`src/hdl/iecd_pkg.sv`:
```
// Shared types and constants for the IEC 104 APCI deframer.
// Used by every module in hdl; depends on nothing.
package iecd_pkg;

   localparam int HEADER_BYTES       = 6;
   localparam int FIFO_DEPTH_DEFAULT = 8;
   localparam int SEQ_W              = 15;

   localparam logic [7:0] START_BYTE      = 8'h68;
   localparam logic [7:0] MIN_LENGTH      = 8'd4;
   localparam logic [7:0] MAX_LENGTH_INIT = 8'd253;

   typedef enum logic [1:0] {
      REQ_BYTE    = 2'd0,
      REQ_STAMP_I = 2'd1,
      REQ_STAMP_S = 2'd2
   } req_code_type;

   typedef enum logic [1:0] {
      KIND_U   = 2'd0,
      KIND_S   = 2'd1,
      KIND_I   = 2'd2,
      KIND_BAD = 2'd3
   } frame_kind_type;

   typedef enum logic [2:0] {
      PH_HUNT = 3'd0,
      PH_LEN  = 3'd1,
      PH_HDR  = 3'd2,
      PH_PASS = 3'd3,
      PH_SKIP = 3'd4
   } phase_type;

   typedef enum logic [1:0] {
      ENTRY_BYTE   = 2'd0,
      ENTRY_HEADER = 2'd1,
      ENTRY_STAMP  = 2'd2
   } entry_op_type;

   typedef struct packed {
      entry_op_type           op;
      logic [8*HEADER_BYTES-1:0] data;
      frame_kind_type         kind;
      logic                   last;
      logic [SEQ_W-1:0]       send_seq;
      logic [SEQ_W-1:0]       recv_seq;
   } entry_type;

   typedef struct packed {
      logic full;
      logic empty;
   } fifo_status_type;

   function automatic frame_kind_type classify(input logic [7:0] ctl0,
                                               input logic [7:0] ctl2,
                                               input logic [7:0] len);
      frame_kind_type k;
      if (ctl0[1:0] == 2'b11 && !ctl2[0] && len == MIN_LENGTH) begin
         k = KIND_U;
      end else if (ctl0[0] && !ctl2[0] && len == MIN_LENGTH) begin
         k = KIND_S;
      end else if (!ctl0[0] && !ctl2[0] && len > MIN_LENGTH) begin
         k = KIND_I;
      end else begin
         k = KIND_BAD;
      end
      return k;
   endfunction

endpackage

```
`src/hdl/iecd_front.sv`:
```
// Front end: byte parser, header buffer, frame classifier and sequence state.
// Emits one queue entry per item that causes results. Depends on iecd_pkg.
module iecd_front (
   input  logic                          clock,
   input  logic                          reset,
   input  logic                          accept,
   input  logic [1:0]                    req_type,
   input  logic [7:0]                    req_rx_byte,
   input  logic                          csr_wr_en,
   input  logic [7:0]                    csr_wr_data,
   output logic                          entry_push,
   output iecd_pkg::entry_type           entry
);

   iecd_pkg::phase_type          phase_ff, phase_in;
   logic [7:0]                   pos_ff, pos_in;
   logic [7:0]                   len_ff, len_in;
   logic [7:0]                   hdr_ff [iecd_pkg::HEADER_BYTES];
   logic [7:0]                   hdr_in [iecd_pkg::HEADER_BYTES];
   iecd_pkg::frame_kind_type     kind_ff, kind_in;
   logic [iecd_pkg::SEQ_W-1:0]   exp_ff, exp_in;
   logic [iecd_pkg::SEQ_W-1:0]   send_ff, send_in;
   logic [7:0]                   max_len_ff, max_len_in;

   logic                         is_byte;
   logic                         hdr_done;
   logic                         len_ok;
   iecd_pkg::frame_kind_type     hdr_kind;
   logic [iecd_pkg::SEQ_W-1:0]   rx_seq;
   logic                         repeat_frame;
   logic                         pass_last;

   assign is_byte   = accept && (req_type == iecd_pkg::REQ_BYTE);
   assign hdr_done  = (pos_ff == 8'(iecd_pkg::HEADER_BYTES - 1));
   assign len_ok    = (req_rx_byte >= iecd_pkg::MIN_LENGTH) && (req_rx_byte <= max_len_ff);
   assign hdr_kind  = iecd_pkg::classify(hdr_ff[2], hdr_ff[4], len_ff);
   assign rx_seq    = {hdr_ff[3], hdr_ff[2][7:1]};
   assign repeat_frame = (rx_seq < exp_ff);
   assign pass_last = (pos_ff <= 8'd1);

   // next parse phase
   always_comb begin
      phase_in = phase_ff;
      if (is_byte) begin
         unique case (phase_ff)
            iecd_pkg::PH_HUNT: begin
               if (req_rx_byte == iecd_pkg::START_BYTE) phase_in = iecd_pkg::PH_LEN;
            end
            iecd_pkg::PH_LEN: begin
               phase_in = len_ok ? iecd_pkg::PH_HDR : iecd_pkg::PH_HUNT;
            end
            iecd_pkg::PH_HDR: begin
               if (hdr_done) begin
                  if (hdr_kind == iecd_pkg::KIND_I) begin
                     phase_in = repeat_frame ? iecd_pkg::PH_SKIP : iecd_pkg::PH_PASS;
                  end else begin
                     phase_in = iecd_pkg::PH_HUNT;
                  end
               end
            end
            iecd_pkg::PH_PASS, iecd_pkg::PH_SKIP: begin
               if (pass_last) phase_in = iecd_pkg::PH_HUNT;
            end
            default: phase_in = iecd_pkg::PH_HUNT;
         endcase
      end
   end

   // datapath and queue entry
   always_comb begin
      pos_in     = pos_ff;
      len_in     = len_ff;
      hdr_in     = hdr_ff;
      kind_in    = kind_ff;
      exp_in     = exp_ff;
      send_in    = send_ff;
      max_len_in = csr_wr_en ? csr_wr_data : max_len_ff;
      entry_push = 1'b0;
      entry      = '0;
      entry.op   = iecd_pkg::ENTRY_BYTE;
      entry.kind = kind_ff;
      if (accept) begin
         unique case (req_type)
            iecd_pkg::REQ_STAMP_I: begin
               entry_push     = 1'b1;
               entry.op       = iecd_pkg::ENTRY_STAMP;
               entry.kind     = iecd_pkg::KIND_I;
               entry.last     = 1'b1;
               entry.send_seq = send_ff;
               entry.recv_seq = exp_ff;
               send_in        = send_ff + 15'd1;
            end
            iecd_pkg::REQ_STAMP_S: begin
               entry_push     = 1'b1;
               entry.op       = iecd_pkg::ENTRY_STAMP;
               entry.kind     = iecd_pkg::KIND_S;
               entry.last     = 1'b1;
               entry.recv_seq = exp_ff;
            end
            iecd_pkg::REQ_BYTE: begin
               unique case (phase_ff)
                  iecd_pkg::PH_HUNT: begin
                     hdr_in[0] = req_rx_byte;
                  end
                  iecd_pkg::PH_LEN: begin
                     if (len_ok) begin
                        hdr_in[1] = req_rx_byte;
                        len_in    = req_rx_byte;
                        pos_in    = 8'd2;
                     end
                  end
                  iecd_pkg::PH_HDR: begin
                     hdr_in[pos_ff[2:0]] = req_rx_byte;
                     if (!hdr_done) begin
                        pos_in = pos_ff + 8'd1;
                     end else if (hdr_kind == iecd_pkg::KIND_BAD) begin
                        pos_in = 8'd0;
                     end else begin
                        kind_in    = hdr_kind;
                        entry.op   = iecd_pkg::ENTRY_HEADER;
                        entry.kind = hdr_kind;
                        entry.data = {req_rx_byte, hdr_ff[4], hdr_ff[3],
                                      hdr_ff[2], hdr_ff[1], hdr_ff[0]};
                        if (hdr_kind == iecd_pkg::KIND_I) begin
                           pos_in = len_ff - iecd_pkg::MIN_LENGTH;
                           if (!repeat_frame) begin
                              exp_in     = exp_ff + 15'd1;
                              entry_push = 1'b1;
                           end
                        end else begin
                           pos_in     = 8'd0;
                           entry.last = 1'b1;
                           entry_push = 1'b1;
                        end
                     end
                  end
                  iecd_pkg::PH_PASS: begin
                     entry_push      = 1'b1;
                     entry.data[7:0] = req_rx_byte;
                     entry.last      = pass_last;
                     pos_in          = pass_last ? 8'd0 : pos_ff - 8'd1;
                  end
                  iecd_pkg::PH_SKIP: begin
                     pos_in = pass_last ? 8'd0 : pos_ff - 8'd1;
                  end
                  default: pos_in = 8'd0;
               endcase
            end
            default: ;
         endcase
      end
   end

   always_ff @(posedge clock) begin
      if (reset) begin
         phase_ff   <= iecd_pkg::PH_HUNT;
         pos_ff     <= 8'd0;
         len_ff     <= 8'd0;
         kind_ff    <= iecd_pkg::KIND_U;
         exp_ff     <= '0;
         send_ff    <= '0;
         max_len_ff <= iecd_pkg::MAX_LENGTH_INIT;
      end else begin
         phase_ff   <= phase_in;
         pos_ff     <= pos_in;
         len_ff     <= len_in;
         kind_ff    <= kind_in;
         exp_ff     <= exp_in;
         send_ff    <= send_in;
         max_len_ff <= max_len_in;
      end
   end

   always_ff @(posedge clock) begin
      hdr_ff <= hdr_in;
   end

endmodule

```
`src/hdl/iecd_fifo.sv`:
```
// Entry queue between the parser front end and the result back end.
// Show-ahead register queue of iecd_pkg::entry_type; depends on iecd_pkg.
module iecd_fifo #(
   parameter int DEPTH = iecd_pkg::FIFO_DEPTH_DEFAULT
) (
   input  logic                       clock,
   input  logic                       reset,
   input  logic                       wr_en,
   input  iecd_pkg::entry_type        wr_entry,
   input  logic                       rd_en,
   output iecd_pkg::entry_type        rd_entry,
   output iecd_pkg::fifo_status_type  status
);

   localparam int AW = (DEPTH > 1) ? $clog2(DEPTH) : 1;
   localparam int CW = $clog2(DEPTH + 1);

   iecd_pkg::entry_type  mem_ff [DEPTH];
   logic [AW-1:0]        wr_ptr_ff, wr_ptr_in;
   logic [AW-1:0]        rd_ptr_ff, rd_ptr_in;
   logic [CW-1:0]        count_ff, count_in;
   logic                 do_wr, do_rd;

   assign status.full  = (count_ff == CW'(DEPTH));
   assign status.empty = (count_ff == '0);
   assign do_wr        = wr_en && !status.full;
   assign do_rd        = rd_en && !status.empty;
   assign rd_entry     = mem_ff[rd_ptr_ff];

   always_comb begin
      wr_ptr_in = wr_ptr_ff;
      rd_ptr_in = rd_ptr_ff;
      count_in  = count_ff;
      if (do_wr) begin
         wr_ptr_in = (wr_ptr_ff == AW'(DEPTH - 1)) ? '0 : wr_ptr_ff + AW'(1);
      end
      if (do_rd) begin
         rd_ptr_in = (rd_ptr_ff == AW'(DEPTH - 1)) ? '0 : rd_ptr_ff + AW'(1);
      end
      if (do_wr && !do_rd) begin
         count_in = count_ff + CW'(1);
      end else if (do_rd && !do_wr) begin
         count_in = count_ff - CW'(1);
      end
   end

   always_ff @(posedge clock) begin
      if (reset) begin
         wr_ptr_ff <= '0;
         rd_ptr_ff <= '0;
         count_ff  <= '0;
      end else begin
         wr_ptr_ff <= wr_ptr_in;
         rd_ptr_ff <= rd_ptr_in;
         count_ff  <= count_in;
      end
   end

   always_ff @(posedge clock) begin
      if (do_wr) begin
         mem_ff[wr_ptr_ff] <= wr_entry;
      end
   end

endmodule

```
`src/hdl/iecd_back.sv`:
```
// Back end: expands queue entries into results and holds the result register.
// A header entry unrolls into six frame bytes. Depends on iecd_pkg.
module iecd_back (
   input  logic                          clock,
   input  logic                          reset,
   input  iecd_pkg::entry_type           rd_entry,
   input  logic                          fifo_empty,
   output logic                          fifo_pop,
   input  logic                          pop,
   output logic                          empty,
   output logic                          rsp_result_kind,
   output logic [7:0]                    rsp_frame_byte,
   output logic [1:0]                    rsp_frame_kind,
   output logic                          rsp_last_of_frame,
   output logic [iecd_pkg::SEQ_W-1:0]    rsp_stamp_send_seq,
   output logic [iecd_pkg::SEQ_W-1:0]    rsp_stamp_recv_seq
);

   localparam logic [2:0] LAST_IDX = 3'(iecd_pkg::HEADER_BYTES - 1);

   logic                         valid_ff, valid_in;
   logic [2:0]                   idx_ff, idx_in;
   logic                         load;
   logic                         is_hdr;
   logic                         rk_ff;
   logic [7:0]                   byte_ff, byte_in;
   logic [1:0]                   kind_ff;
   logic                         last_ff, last_in;
   logic [iecd_pkg::SEQ_W-1:0]   send_ff, recv_ff;

   assign load   = !fifo_empty && (!valid_ff || pop);
   assign is_hdr = (rd_entry.op == iecd_pkg::ENTRY_HEADER);

   always_comb begin
      idx_in   = idx_ff;
      fifo_pop = 1'b0;
      byte_in  = rd_entry.data[7:0];
      last_in  = rd_entry.last;
      valid_in = valid_ff && !pop;
      if (load) begin
         valid_in = 1'b1;
         if (is_hdr) begin
            byte_in  = rd_entry.data[{idx_ff, 3'b000} +: 8];
            last_in  = rd_entry.last && (idx_ff == LAST_IDX);
            fifo_pop = (idx_ff == LAST_IDX);
            idx_in   = (idx_ff == LAST_IDX) ? 3'd0 : idx_ff + 3'd1;
         end else begin
            fifo_pop = 1'b1;
         end
      end
   end

   always_ff @(posedge clock) begin
      if (reset) begin
         valid_ff <= 1'b0;
         idx_ff   <= 3'd0;
      end else begin
         valid_ff <= valid_in;
         idx_ff   <= idx_in;
      end
   end

   always_ff @(posedge clock) begin
      if (load) begin
         rk_ff   <= (rd_entry.op == iecd_pkg::ENTRY_STAMP);
         byte_ff <= byte_in;
         kind_ff <= rd_entry.kind;
         last_ff <= last_in;
         send_ff <= rd_entry.send_seq;
         recv_ff <= rd_entry.recv_seq;
      end
   end

   assign empty              = !valid_ff;
   assign rsp_result_kind    = rk_ff;
   assign rsp_frame_byte     = byte_ff;
   assign rsp_frame_kind     = kind_ff;
   assign rsp_last_of_frame  = last_ff;
   assign rsp_stamp_send_seq = send_ff;
   assign rsp_stamp_recv_seq = recv_ff;

endmodule

```
`src/hdl/iec104_apci_deframer_seq.sv`:
```
// IEC 60870-5-104 APCI receive deframer with sequence stamping, top level.
// Joins iecd_front, iecd_fifo and iecd_back; depends on iecd_pkg.
//
// One request per cycle is accepted while full is low: a received link byte
// or a stamp request. The front end parses and classifies combinationally and
// writes at most one entry into a FIFO_DEPTH-entry queue; the back end drains
// one result per cycle into the output register while pop keeps it free. The
// byte ending a valid six-byte header yields one entry, unless the frame is a
// repeated I frame; that entry unrolls into six results, so full rises while
// such bursts back up and the output side is the bound on sustained rate: one
// result per cycle. max_apdu_length is written through csr_wr_en/csr_wr_data,
// resets to 253, and takes effect on the next byte.
module iec104_apci_deframer_seq #(
   parameter int FIFO_DEPTH = iecd_pkg::FIFO_DEPTH_DEFAULT
) (
   input  logic                          clock,
   input  logic                          reset,
   input  logic                          push,
   output logic                          full,
   input  logic [1:0]                    req_type,
   input  logic [7:0]                    req_rx_byte,
   output logic                          empty,
   input  logic                          pop,
   output logic                          rsp_result_kind,
   output logic [7:0]                    rsp_frame_byte,
   output logic [1:0]                    rsp_frame_kind,
   output logic                          rsp_last_of_frame,
   output logic [iecd_pkg::SEQ_W-1:0]    rsp_stamp_send_seq,
   output logic [iecd_pkg::SEQ_W-1:0]    rsp_stamp_recv_seq,
   input  logic                          csr_wr_en,
   input  logic [7:0]                    csr_wr_data
);

   logic                       accept;
   logic                       entry_push;
   logic                       fifo_pop;
   iecd_pkg::entry_type        wr_entry;
   iecd_pkg::entry_type        rd_entry;
   iecd_pkg::fifo_status_type  fifo_status;

   assign full   = fifo_status.full;
   assign accept = push && !fifo_status.full;

   iecd_front u_front (
      .clock       (clock),
      .reset       (reset),
      .accept      (accept),
      .req_type    (req_type),
      .req_rx_byte (req_rx_byte),
      .csr_wr_en   (csr_wr_en),
      .csr_wr_data (csr_wr_data),
      .entry_push  (entry_push),
      .entry       (wr_entry)
   );

   iecd_fifo #(
      .DEPTH (FIFO_DEPTH)
   ) u_fifo (
      .clock    (clock),
      .reset    (reset),
      .wr_en    (entry_push),
      .wr_entry (wr_entry),
      .rd_en    (fifo_pop),
      .rd_entry (rd_entry),
      .status   (fifo_status)
   );

   iecd_back u_back (
      .clock              (clock),
      .reset              (reset),
      .rd_entry           (rd_entry),
      .fifo_empty         (fifo_status.empty),
      .fifo_pop           (fifo_pop),
      .pop                (pop),
      .empty              (empty),
      .rsp_result_kind    (rsp_result_kind),
      .rsp_frame_byte     (rsp_frame_byte),
      .rsp_frame_kind     (rsp_frame_kind),
      .rsp_last_of_frame  (rsp_last_of_frame),
      .rsp_stamp_send_seq (rsp_stamp_send_seq),
      .rsp_stamp_recv_seq (rsp_stamp_recv_seq)
   );

endmodule

```
`config.mk`:
```
export PLATFORM = sky130hd
export DESIGN_NAME = iec104_apci_deframer_seq
export DESIGN_NICKNAME = d
export VERILOG_FILES = /design/src/hdl/iecd_pkg.sv /design/src/hdl/iecd_front.sv /design/src/hdl/iecd_fifo.sv /design/src/hdl/iecd_back.sv /design/src/hdl/iec104_apci_deframer_seq.sv
export SDC_FILE = /design/constraint.sdc
export NUM_CORES = 1
export LEC_CHECK = 0
export BUFFER_PORTS_ARGS = -buffer_cell sky130_fd_sc_hd__buf_2
export CORE_MARGIN = 2
export CORE_UTILIZATION = 42
export CTS_CLUSTER_DIAMETER = 120
export DETAILED_ROUTE_END_ITERATION = 10
export PLACE_DENSITY_LB_ADDON = 0.3
export SYNTH_ARGS = -nofsm -noshare
export SYNTH_HDL_FRONTEND = slang
export SYNTH_SLANG_ARGS = --single-unit
export TNS_END_PERCENT = 1
```
`constraint.sdc`:
```
create_clock -name clock -period 22.1 [get_ports clock]
set_input_delay 4.42 -clock clock [delete_from_list [all_inputs] [get_ports clock]]
set_output_delay 4.42 -clock clock [all_outputs]
set_load 0.01 [all_outputs]
```
==> results of run 1 <==
power by group through the flow:
| stage | combinational [mW] | clock (mW) | sequential (mW) |
|---|---|---|---|
| 2_1_floorplan | 0.469 | 0 | 1.85 |
| 3_3_place_gp | 0.673 | 0 | 1.85 |
| 3_5_place_dp | 0.681 | 0 | 1.85 |
| 4_1_cts | 0.684 | 1.45 | 1.82 |
| 5_1_grt | 0.722 | 1.51 | 1.83 |
| 6_report | 0.667 | 1.42 | 1.81 |
worst max-delay path: stages:
cell and delay, ns:
buf_2 0.14, inv_1 0.09, ha_1 0.23, and2_1 0.27, a21oi_1 0.10, nor2_1 0.22
a41oi_4 0.13, nor4b_2 0.47, buf_4 0.61, buf_4 0.76
final cells by class:
class                   count  area [um2]  area share (%)
clock buffers             113        2330            6.16
clock inverters            43         443            1.17
inverters                  48         180           0.477
multi-input cells         939        9000            23.8
flip-flops and latches    822       23900            63.4
well taps                1050        1310            3.48
repair buffers             98         571            1.51
metal layers:
layer | vias up | track usage (%)
met2 | 526 | 30.6
met3 | 104 | 2.85
met4 | 0 | 5.77
met1 | 9108 | 25.3
met5 | - | 0
li1 | 7751 | -
kinds of logic (layout without fill, tap and decap cells):
group / after synthesis / in the layout / share of synthesized area, %
DFF: 822 / 822 / 71.6
and+or+nand+nor: 381 / 381 / 6.33
muxes: 278 / 278 / 13.9
AOI/OAI and AO/OA: 212 / 212 / 4.40
buffers and inverters: 141 / 302 / 1.77
adders and majority gates: 41 / 41 / 1.56
xor gates and xnor gates: 19 / 19 / 0.498
other: 1 / 8 / 0.0112
layout by cell type (no fill, tap or decap), types with 19 or more instances in the layout:
master	instances
nor3_1	29
a21oi_1	55
and2_1	73
nand2_1	47
inv_1	47
nand3_1	22
mux2_2	62
mux2i_1	74
nand4_1	19
dfxtp_1	73
buf_4	32
buf_2	66
nor2b_1	19
edfxtp_1	746
nor2_1	91
clkbuf_16	89
o21ai_0	42
clkbuf_1	23
mux4_2	142
ha_1	40
worst paths after layout:
kind	endpoint	cells after the start	slack, ns	start
max	u_fifo.mem_ff[2][38]	10	14.84	req_type[0]
min	u_front.kind_ff[0]	2	0.49	u_front.kind_ff[0]
max reg2reg	u_fifo.count_ff[3]	15	17.01	flip-flop
min reg2reg	u_front.kind_ff[0]	2	0.49	u_front.kind_ff[0]
metrics by stage:
step / setup slack, ns / instances / hold slack (ns)
6_report: 14.84 / 3113 / 0.493
5_1_grt: 14.67 / 3113 / 0.512
4_1_cts: 14.86 / 3113 / 0.483
3_5_place_dp: 14.21 / 2957 / 0.473
3_3_place_gp: 14.36 / 2957 / 0.471
2_1_floorplan: 7.53 / 1902 / 0.446
flip-flops by register name, indices dropped and copies added, names as in the netlist, 15 cells and up, named ones only:
signal	cells
u_front.send_ff	15
u_front.exp_ff	15
u_back.rsp_stamp_recv_seq	15
u_fifo.mem_ff	664
u_back.rsp_stamp_send_seq	15
u_front.hdr_ff	40
==> impl_results.md, run 1 <==
* Synth warn at 0
* Clock sink total at 822
* Number of top-level pins at 67
* WL/cell at 24.2 um
* Root buf cell: clkbuf_16
* Layout cells sized above 1 at 22.2%
* Static Leak at 12.6 nW
* Kind of end point of the critical path: flip-flop
* Power per cell area at 103 nW/um2
* Maximum vdd drop at 56.8 uV
* Post-CTS Setup Inserts at 0
* Worst-path clk slew at 0.06 ns
* Crit Path Category: in2reg
* Post-route design area at 37,800 um2
* Met1 Wirelength at 32,200 um
* Pint at 2.92 mW
* Area contributors post-synth: edfxtp_1 (67%), mux4_2 (9.6%), dfxtp_1 (4.6%)
* Top-area cell type share of the netlist area at 67.0%
* Placement Cell Area at 35,000 um2
* Max Used Layer: met4
* Fmax at 138 MHz
* Tightest Pin Transition at 1.14 ns
* Max Root-Sink Buffers at 3
* Largest net degree at the start of global routing at 74
* Met3 WL at 4320 um
* GRT Util Overall at 18.5%
* Area of the core at 78,900 um2
* Die width at 286 um
* Synth Register Bits at 822
* Reg power frac at 46.6%
* RSZ-0062 raised after global routing: no
* Clock power frac at 36.3%
* PortBufs at 66
* Setup TNS Final at 0 ns
* DRC viols at 0
* Ys flop type: edfxtp_1
* Area Overhead vs Synth at 13.0%
* DR vias at 17,489
* Slew HR at 23.3%
* Post-Syn Area at 33,400 um2
* Crit path DAT at 7.50 ns
* Routability-driven placement congestion ratio at 0.788
* Final Core Density at 47.9%
* Crit Path Max Fanout at 46
* Drt via density at 5.62
* Final Slew Violations at 0
* Outcome: finished, final reports clean
* Fill cell count at 6,565
* Switching Power at 979 uW
* Proportion of synthesized chip area in sequential cells at 71.6%
* Final setup violation count at 0
* CTS tree: done
* Synth async-reset ratio at 0%
* Power, Total at 3.90 mW
* Worst Skew at 0.0217 ns
* Post-synth EDFFs at 746
* TritonCTS Buffers at 86
* Total Nets Final at 2,059
* Metal2 WL at 37,100 um
* DRT iter0 DRCs at 1,795
* Drt pass-1 iters at 5
* Initial Utilization at 42.4%
* Final period utilization at 32.8%
* Die height at 286 um
* WP data required at 22.34 ns
* DP HPWL at 44,800 um
* Startpoint types: input port
* Die area at 81,900 um2
* Resized Gates After CTS at 0
* Gr ovfl total at 0
* Total wire length at 75,400 um
* H-tree depth at 3
* Most common cell in the netlist: edfxtp_1
* Post-synth cell types at 77
* Post-layout min period at 7.26 ns
* Initial antenna violation count at 1
* Gate Count Post-Synth at 1,895
* Comb pwr share at 17.1%
* Diodes inserted at 0
* Remaining antenna violation count at 0
* Avg Inst Size Synth at 17.6 um2
* Vias in the first global route at 17,902
* Final Hold Viols at 0
* Min-delay worst type: reg2reg
* Clk_lat worst skew at 0.63 ns
* Max_cap viols at 0
* First-pass GRT wire length at 113,000 um
* Standard-cell rows at 103
* Synth area leader: edfxtp_1
* Cts hold-fix bufs at 0
* Switch share at 25.1%
* Commonest cells post-synth: edfxtp_1 (746), mux4_2 (142), nor2_1 (93)
Note: power is estimated with default switching activity, not from simulation.
==> run 2, diff against run 1 <==
clock period = 6.2 ns   (was 22.1 ns; I/O delays follow)
==> run 2 against run 1 <==
Net effect: via count shrank 0.84%; clock power grew to 3.4 times the previous value; sequential share of layout area up 0.12 points; non-clock buffer count is the same; critical path depth decreased by 1; worst hold slack worse by 0.0035 ns; largest power group unchanged; register-to-register slack worse by 15 ns; combinational power increased to 3.6 times the previous value; core utilization is 0.087 points lower; routed wire length is 1.8% lower.
==> impl_results.md, run 2 (synthesized netlist as in run 1, its figures left out) <==
* Crit Path Max Fanout at 39
* Setup TNS Final at 0 ns
* Max_cap viols at 0
* Placed cell count at 2,957
* Final Slew Violations at 0
* Top flop regs: u_fifo.mem_ff: 664 flops, u_front.hdr_ff: 40 flops
* Die height at 286 um
* Power per cell area at 362 nW/um2
* Die width at 286 um
* Post-layout min period at 4.03 ns
* Clk_lat worst skew at 0.63 ns
* Static Leak at 12.5 nW
* Standard-cell rows at 103
* Total Nets Final at 2,056
* R2R Setup Slk at 2.17 ns
* Resized Gates After CTS at 0
* Maximum vdd drop at 233 uV
* GRT Util Overall at 18.2%
* CP max stage delay at 0.64 ns
* Fill cell count at 6,526
* TritonCTS Buffers at 83
* Kind of end point of the critical path: flip-flop
* Worst flop-to-flop path endpoint: u_fifo.mem_ff[3][4]
* Critical-path cell list: ha_1, or3b_2, or3_4, and2_4, nor2_8, a41oi_4, inv_2, and4b_4, buf_4
* Post-route design area at 37,700 um2
* Worst Reg-to-Reg Cells at 9
* Cts hold-fix bufs at 0
* CTS tree: done
* Vias in the first global route at 18,158
* Remaining antenna violation count at 0
* HP Start: u_front.max_len_ff[4]
* Area of the core at 78,900 um2
* Routability-driven placement congestion ratio at 0.813
* Fmax at 248 MHz
* Slew HR at 21.8%
* Outcome: finished, final reports clean
* Commonest non-fill, non-tap cells in the layout: edfxtp_1 (746), mux4_2 (142), nor2_1 (91)
* Crit Path Category: reg2reg
* DRC viols at 0
* DP HPWL at 42,700 um
* Initial Utilization at 42.4%
* Most common cell after layout, fill and taps aside: edfxtp_1
* Hold Path End: u_front.max_len_ff[4]
* Final Hold Viols at 0
* PortBufs at 66
* Min-delay worst type: reg2reg
* H-tree depth at 3
* Worst Skew at 0.0207 ns
* Die area at 81,900 um2
* Startpoint types: flip-flop
* Max FFs per register at 664
* Clock sink total at 822
* Area Overhead vs Synth at 12.8%
* Max Root-Sink Buffers at 3
* Power, Total at 13.7 mW
* WP data required at 6.46 ns
* Worst-path clk slew at 0.06 ns
* Tightest Pin Transition at 1.16 ns
* Drt pass-1 iters at 5
* Post-Place Worst Slack at 1.85 ns
* Final worst slack at 2.17 ns
* WL/cell at 23.8 um
* Critical path's slowest cell: buf_4
* DR vias at 17,342
* Largest net degree at the start of global routing at 123
* Hold Crit Depth at 2
* Number of top-level pins at 67
* Crit path DAT at 4.29 ns
* Final setup violation count at 0
* First-pass GRT wire length at 113,000 um
* Final period utilization at 65.1%
* Drt via density at 5.57
* Root buf cell: clkbuf_16
* Reg with most FFs: u_fifo.mem_ff
* Gr ovfl total at 0
* Layout cells sized above 1 at 22.0%
* Final Non-Filler Cells at 3,111
* Placement Cell Area at 35,100 um2
* DRT iter0 DRCs at 1,509
* Worst r2r src: u_front.len_ff[2]
* RSZ-0062 raised after global routing: no
* Initial antenna violation count at 4
* Total wire length at 74,000 um
* Post-CTS Setup Inserts at 0
## run 2: cell types whose count changed in the layout (fill, tap and decap cells not counted), sizes merged
cell / delta
clkbuf: -6
clkinv: +4
bufinv: -3
inv: +2
diode: +1
## run 2: where the power goes
| group | internal, mW | switching [mW] | leakage [nW] | total, mW |
|---|---|---|---|---|
| Combinational | 1.12 | 1.28 | 3.41 | 2.40 |
| Clock | 2.72 | 2.08 | 1.26 | 4.80 |
| Sequential | 6.32 | 0.141 | 7.87 | 6.46 |
| Total | 10.1 | 3.51 | 12.5 | 13.7 |
## run 2: layout make-up
type,count,area [um2],area share (%)
Antenna cell,1,2.50,0.00664
Clock buffer,107,2180,5.77
Clock inverter,46,427,1.13
Inverter,48,180,0.478
Multi-Input combinational cell,939,9050,24.0
Sequential cell,822,23900,63.5
Tap cell,1050,1310,3.48
Timing Repair Buffer,98,621,1.65
## run 2: how the worst max path moves through the flow
stage | from | endpoint | slack, ns | depth (start not counted)
floorplan | req_type[0] | u_fifo.mem_ff[6][0] | -2.24 | 7
global placement | req_type[0] | u_fifo.count_ff[3] | 1.85 | 16
detailed placement | req_type[0] | u_fifo.count_ff[3] | 1.85 | 16
CTS | u_front.len_ff[2] | u_fifo.mem_ff[5][54] | 2.11 | 9
global route | u_front.len_ff[2] | u_fifo.mem_ff[5][54] | 1.96 | 10
finish | u_front.len_ff[2] | u_fifo.mem_ff[3][4] | 2.17 | 9
## run 2: critical path, delay by kind of cell (launching register included)
family | cells | cell delay, ns
flip-flops | 1 | 0.38
AO/OA/AOI/OAI | 1 | 0.34
buffers and inverters | 2 | 0.81
adder cells (fa/ha/maj) | 1 | 0.16
AND/OR/NAND/NOR | 5 | 1.93
## run 2: metal layers
| metal | routed length, um | vias up | global-route usage (%) |
|---|---|---|---|
| li1 | - | 7743 | - |
| met1 | 31800 | 9010 | 24.6 |
| met2 | 37200 | 489 | 31.1 |
| met3 | 3640 | 100 | 2.56 |
| met4 | 1370 | 0 | 5.08 |
| met5 | 0 | - | 0 |
## run 2: per-stage QoR
step | hold slack (ns) | utilization [%]
after global routing | 0.514 | 47.8
final | 0.489 | 47.8
after CTS | 0.480 | 47.8
after global placement | 0.473 | 44.5
after floorplan | 0.446 | -
after detailed placement | 0.471 | 44.5
